## config.mk

```make
export PLATFORM = sky130hd
export DESIGN_NAME = amge_ctrl
export DESIGN_NICKNAME = d
export VERILOG_FILES = /design/src/hdl/amge_pkg.sv /design/src/hdl/amge_ctrl.sv
export SDC_FILE = /design/constraint.sdc
export NUM_CORES = 1
export LEC_CHECK = 0
export ABC_CLOCK_PERIOD_IN_PS = 3000
export BUFFER_PORTS_ARGS = -buffer_cell sky130_fd_sc_hd__buf_2
export CAP_MARGIN = 40
export CORE_AREA = 5 5 42 44
export CTS_CLUSTER_DIAMETER = 200
export DETAILED_ROUTE_END_ITERATION = 8
export DIE_AREA = 0 0 47 49
export GPL_TIMING_DRIVEN = 0
export SYNTH_ARGS = -nofsm -noshare
export SYNTH_HDL_FRONTEND = slang
export SYNTH_SLANG_ARGS = --single-unit
```

## constraint.sdc

```tcl
create_clock -name i_clk -period 3 [get_ports i_clk]
set_clock_uncertainty 0.05 [all_clocks]
set_input_delay 0.3 -clock i_clk [delete_from_list [all_inputs] [get_ports i_clk]]
set_output_delay 0.3 -clock i_clk [all_outputs]
set_load 0.005 [all_outputs]
```

## src/hdl/amge_pkg.sv

```systemverilog
// ----------------------------------------------------------------------------
// Adjacency matrix graph engine package
// Field widths, command codes, and the command and status words that pass
// between the controller and the datapath.
// ----------------------------------------------------------------------------
package amge_pkg;

    // Field widths fixed by the port list.
    localparam int CMD_W  = 3;
    localparam int NODE_W = 6;
    localparam int DEG_W  = 7;
    localparam int CNT_W  = 7;

    // Command codes carried on the command field.
    localparam logic [CMD_W-1:0] CMD_LOAD       = 3'd0;
    localparam logic [CMD_W-1:0] CMD_REMOVE     = 3'd1;
    localparam logic [CMD_W-1:0] CMD_DISCONNECT = 3'd2;
    localparam logic [CMD_W-1:0] CMD_MARK       = 3'd3;
    localparam logic [CMD_W-1:0] CMD_ASK_MARKED = 3'd4;
    localparam logic [CMD_W-1:0] CMD_ASK_CLEAN  = 3'd5;

    // Strobes from the controller to the datapath.
    typedef struct packed {
        logic accept;      // latch the input word and read row node_a
        logic capture_a;   // take row node_a and its degree into the working registers
        logic apply_load;  // apply the load cell update to the working row
        logic idx_from_b;  // scan index starts at node_b
        logic idx_zero;    // scan index starts at zero
        logic step;        // one scan step on the working row, read row at the index
        logic idx_inc;     // advance the scan index
        logic write_i;     // write back the row at the scan index with node_a removed
        logic write_a;     // write back the working row and degree of node_a
        logic finish;      // register the result word
    } t_dp_cmd;

    // Status from the datapath to the controller.
    typedef struct packed {
        logic             err;       // index check on the incoming word failed
        logic [CMD_W-1:0] command;   // latched command code
        logic             bit_set;   // working row has the bit at the scan index
        logic             self_idx;  // scan index equals node_a
        logic             last;      // scan index is the final one for this command
    } t_dp_stat;

    // Degree decrement that stops at zero.
    function automatic logic [DEG_W-1:0] f_deg_dec(input logic [DEG_W-1:0] deg);
        return (deg == '0) ? deg : deg - DEG_W'(1);
    endfunction

endpackage

```

## src/hdl/amge_ctrl.sv

```systemverilog
// ----------------------------------------------------------------------------
// Adjacency matrix graph engine controller
// Sequences each command through the read, update, edge scan and write back
// steps that its code needs, and drives the datapath with one strobe word per cycle.
// ----------------------------------------------------------------------------
module amge_ctrl
    import amge_pkg::*;
(
    input  logic     i_clk,
    input  logic     i_rst_n,
    input  logic     i_start,
    output logic     o_busy,
    output t_dp_cmd  o_cmd,
    input  t_dp_stat i_stat
);

    typedef enum logic [2:0] {
        S_IDLE,
        S_LOAD_A,
        S_APPLY,
        S_STEP,
        S_RD_I,
        S_WRITE_A,
        S_FINISH
    } t_state;

    t_state r_state;
    t_state n_state;

    // Next state and datapath strobes.
    always_comb begin
        o_cmd   = '0;
        n_state = r_state;
        unique case (r_state)
            S_IDLE: begin
                if (i_start) begin
                    o_cmd.accept = 1'b1;
                    n_state      = i_stat.err ? S_FINISH : S_LOAD_A;
                end
            end
            S_LOAD_A: begin
                o_cmd.capture_a = 1'b1;
                if (i_stat.command == CMD_LOAD) begin
                    n_state = S_APPLY;
                end else if (i_stat.command == CMD_REMOVE) begin
                    o_cmd.idx_from_b = 1'b1;
                    n_state          = S_STEP;
                end else if (i_stat.command == CMD_DISCONNECT) begin
                    o_cmd.idx_zero = 1'b1;
                    n_state        = S_STEP;
                end else begin
                    n_state = S_FINISH;
                end
            end
            S_APPLY: begin
                o_cmd.apply_load = 1'b1;
                n_state          = S_WRITE_A;
            end
            S_STEP: begin
                o_cmd.step = 1'b1;
                if (i_stat.bit_set && !i_stat.self_idx) begin
                    n_state = S_RD_I;
                end else if (i_stat.last) begin
                    n_state = S_WRITE_A;
                end else begin
                    o_cmd.idx_inc = 1'b1;
                end
            end
            S_RD_I: begin
                o_cmd.write_i = 1'b1;
                if (i_stat.last) begin
                    n_state = S_WRITE_A;
                end else begin
                    o_cmd.idx_inc = 1'b1;
                    n_state       = S_STEP;
                end
            end
            S_WRITE_A: begin
                o_cmd.write_a = 1'b1;
                n_state       = S_FINISH;
            end
            S_FINISH: begin
                o_cmd.finish = 1'b1;
                n_state      = S_IDLE;
            end
            default: begin
                n_state = S_IDLE;
            end
        endcase
    end

    // State register.
    always_ff @(posedge i_clk) begin
        if (!i_rst_n) begin
            r_state <= S_IDLE;
        end else begin
            r_state <= n_state;
        end
    end

    assign o_busy = (r_state != S_IDLE);

endmodule

```

-- Word level (Yosys, flattened, before mapping)
Cells that the tools add are included.
- bits of input ports: 10
- output and inout port bits: 11
- register bits after elaboration: 3
- logic and storage cells: 42
- reduce and logical (&&, ||, !) cells: 6
- muxes and demuxes: 25
- equal/unequal tests: 10
- operators with widths (kind ; number):
    two-way mux 3 bit ; 8
    case mux 3 bit (6 select lines) ; 1
    two-way mux 1 bit ; 13
    equality test 3 x 2 -> 1 bit, second input constant ; 3
    equality test 3 bit, second input constant ; 3
    equality test 3 x 1 -> 1 bit, second input constant ; 2
    zero test 3 bit ; 2
    two-way mux 2 bit ; 2
    != test 3 bit, second input constant ; 1
    nonzero test 3 bit ; 1
    != test 2 bit, second input constant ; 1
    case mux 1 bit (2 select lines) ; 1
    AND reduction 2 bit ; 1
    logical AND 1 bit ; 1
    zero test 1 bit ; 1

-- Logic depth before layout (Yosys ltp)
- depth in word-level cells: 5
- mapped depth: 5
- gate-level depth less buffers: 4

-- Worst setup path after synthesis
Ideal clock, no wire load.
- path kind: register to output
- from: reg r_state[1]
- to: out o_cmd[5] (netlist bit)
- required time: 2650 ps
- arrival time: 1067 ps
- path slack: 1583 ps
- stages on the path, launching flop included: 5
- path buffers: 1
- cells stage by stage: dfxtp_1 > buf_6 > nand2b_4 > or3_4 > nor3b_2
- RTL lines (element ; line ; source):
    from (decl) ; amge_ctrl.sv:27 ; t_state r_state;
    from (signal assigned) ; amge_ctrl.sv:97 ; r_state <= n_state;
    to (decl) ; amge_ctrl.sv:13 ; output t_dp_cmd o_cmd,

==> results.tsv <==
metric	value	unit
worst slew pin tran	0.296	ns
Setup crit end kind	output pin	
most area-consuming cells after synthesis	dfxtp_1, nor3b_2, or3_4, a21oi_1, nor3_1	
dpl hpwl	692	µm
final hold violations	0	
biggest regs	r_state x3	
post-synth top area share	0.179	
initial drt markers	5	
Most Frequent Cell on Critical Path	buf_2	
Die W	47	µm
Startpoint Class	register	
Worst EP arrival	1.44	ns
count of flip-flops with a built-in enable after synthesis	0	
CP required	2.65	ns
drt wl/cell	10.2	µm
Leak	0.251	nW
MaxCap Viol Count	0	
Slew Viols, Final	0	
CP max stage delay	0.41	ns
Seq/Total Area, Yosys	0.179	
htree depth	1	
Die Y	49	µm
sink count of the clock tree	3	
CTS Buffer Depth	2	
worst-path maximum fanout	10	
slew margin rel.	0.801	
area delta synth->final	43.7	%
antenna cell count	0	
worst ir drop on vdd	188	µV
design area	482	µm²
Post-Syn Area	335	µm²
Crit path max-delay family	simple AND/OR/NAND/NOR gates	
CP max-delay cell	or3_4	
crit path kind	reg -> out	
vias after detailed routing	385	
Worst-Skew Late Latency	0.24	ns
GRT Residual Overflow	0	
I/O pins	21	
Syn Area/Cell	7.62	µm²
PortBufs	20	
postcts setup bufs	0	
final worst path period share	0.597	
core area	1400	µm²
nets	79	
largest net degree at the start of global routing	11	
Netlist cell types	25	
Resize count post-CTS	0	
final period demand of the worst path	1.79	ns
RSZ-0062 raised after global routing	no	
area leader, netlist	dfxtp_1	
Detailed Route WL	860	µm
status	complete, no violations	
max reg flops	3	
die footprint	2300	µm²
Root Driver	clkbuf_4	
DR DRC count	0	
Yosys reg bits	3	
cts hold-fix bufs	0	
Setup WS post-layout	1.21	ns
Max Freq	559	MHz
Synth top cells by count	a21oi_1, inv_1, nand2_1	
crit path cell chain	buf_2, or3_4, nor3b_2, buf_2	
CTS Buf Count	3	
syn nets	54	
initial antenna violation count	0	
CTS tree	yes	
share of layout cells above drive strength 1	0.485	
critical path buffer and inverter count	2	
dominant synthesized flop cell	dfxtp_1	
vias in the first global route	343	
Initial Utilization	0.239	
Final Setup Violations	0	
Clock transition at path regs	0.04	ns
pre-CTS setup slack	1.45	ns
GPL Wtd Cong	0.705	
post-route ant nets	0	
drt pass-1 iters	2	
async set-reset flop share out of synthesis	0	
placed cell areas	455	µm²
Layout Cells excl Fill	84	
Via density	4.58	
placed insts	80	
pwr dens	760	nW/µm²
Setup TNS Final	0	ns
FP Rows	14	
Global Route Usage Sum	0.0760	
first-pass GRT wire length	1.27	mm
cells after synthesis	44	
YS warnings	0	
Biggest register	r_state	
Hold Crit Class	in -> reg	
==> tightest hold or removal path: cells and delay by family <==
kind                   cells  cell delay (ns)
buffers and inverters      1             0.10
AND/OR/NAND/NOR            1             0.05
AO/OA/AOI/OAI              1             0.05
==> final timing paths <==
kind,startpoint,to,slack [ns],depth (start not counted)
worst max register to register,r_state[0],r_state[0],1.74,5
worst min register to register,r_state[1],r_state[1],0.51,2
worst max-delay path,r_state[2],o_cmd[5],1.21,4
worst min-delay path,i_rst_n,r_state[1],0.25,3
==> logic make-up (layout without fill, tap and decap cells) <==
| kind of cell | after synthesis | in the layout | share of synthesized area |
|---|---|---|---|
| buffers and inverters | 7 | 31 | 0.116 |
| AOI/OAI and AO/OA | 10 | 10 | 0.202 |
| xor gates and xnor gates | 1 | 1 | 0.0261 |
| and+or+nand+nor | 23 | 23 | 0.478 |
| DFF | 3 | 3 | 0.179 |
==> per-layer routing <==
layer	share of wire	routed length, µm	GRT usage	vias to the layer above
met1	0.42	359	0.0855	166
met3	0.11	98	0.0111	2
met4	0.014	12	0.0829	0
met5	0	0	0	-
li1	-	-	-	201
met2	0.45	390	0.109	16
==> metrics by stage <==
| stage | util | hold slack (ns) | power (W) |
|---|---|---|---|
| after detailed placement | 0.325 | 0.491 | 0.000295 |
| final | 0.344 | 0.247 | 0.000366 |
| after CTS | 0.344 | 0.246 | 0.000371 |
| after global routing | 0.344 | 0.259 | 0.000395 |
| after global placement | 0.325 | 0.490 | 0.000291 |
| after floorplan | - | 0.358 | 0.000226 |
==> area by class of cell <==
| class | instances | area, µm² |
|---|---|---|
| plain buffers | 3 | 23.8 |
| clock buffers | 4 | 26.3 |
| fillers | 166 | 920 |
| inverters | 4 | 15.0 |
| multi-input cells | 34 | 236 |
| flip-flops and latches | 3 | 60.1 |
| well taps | 16 | 20.0 |
| repair buffers | 20 | 100 |
==> cells in the final DEF (no fill, tap or decap), types with 2 or more instances in the layout <==
cell type,synthesis,routed
buf_2,1,21
inv_1,4,4
nand2_1,4,4
a21oi_1,4,4
nor2_1,3,3
nor3_1,3,3
clkbuf_4,0,3
dfxtp_1,3,3
or3_4,2,2
nand3b_1,2,2
nor3b_2,2,2
nand2b_1,2,2
==> power breakdown <==
part	total [W]	internal (W)	switching [W]
Clock	0.0000733	0.0000500	0.0000233
Combinational	0.000228	0.000115	0.000114
Sequential	0.0000642	0.0000559	0.00000829
Total	0.000366	0.000221	0.000145
Power figures use the tool's default switching activity.
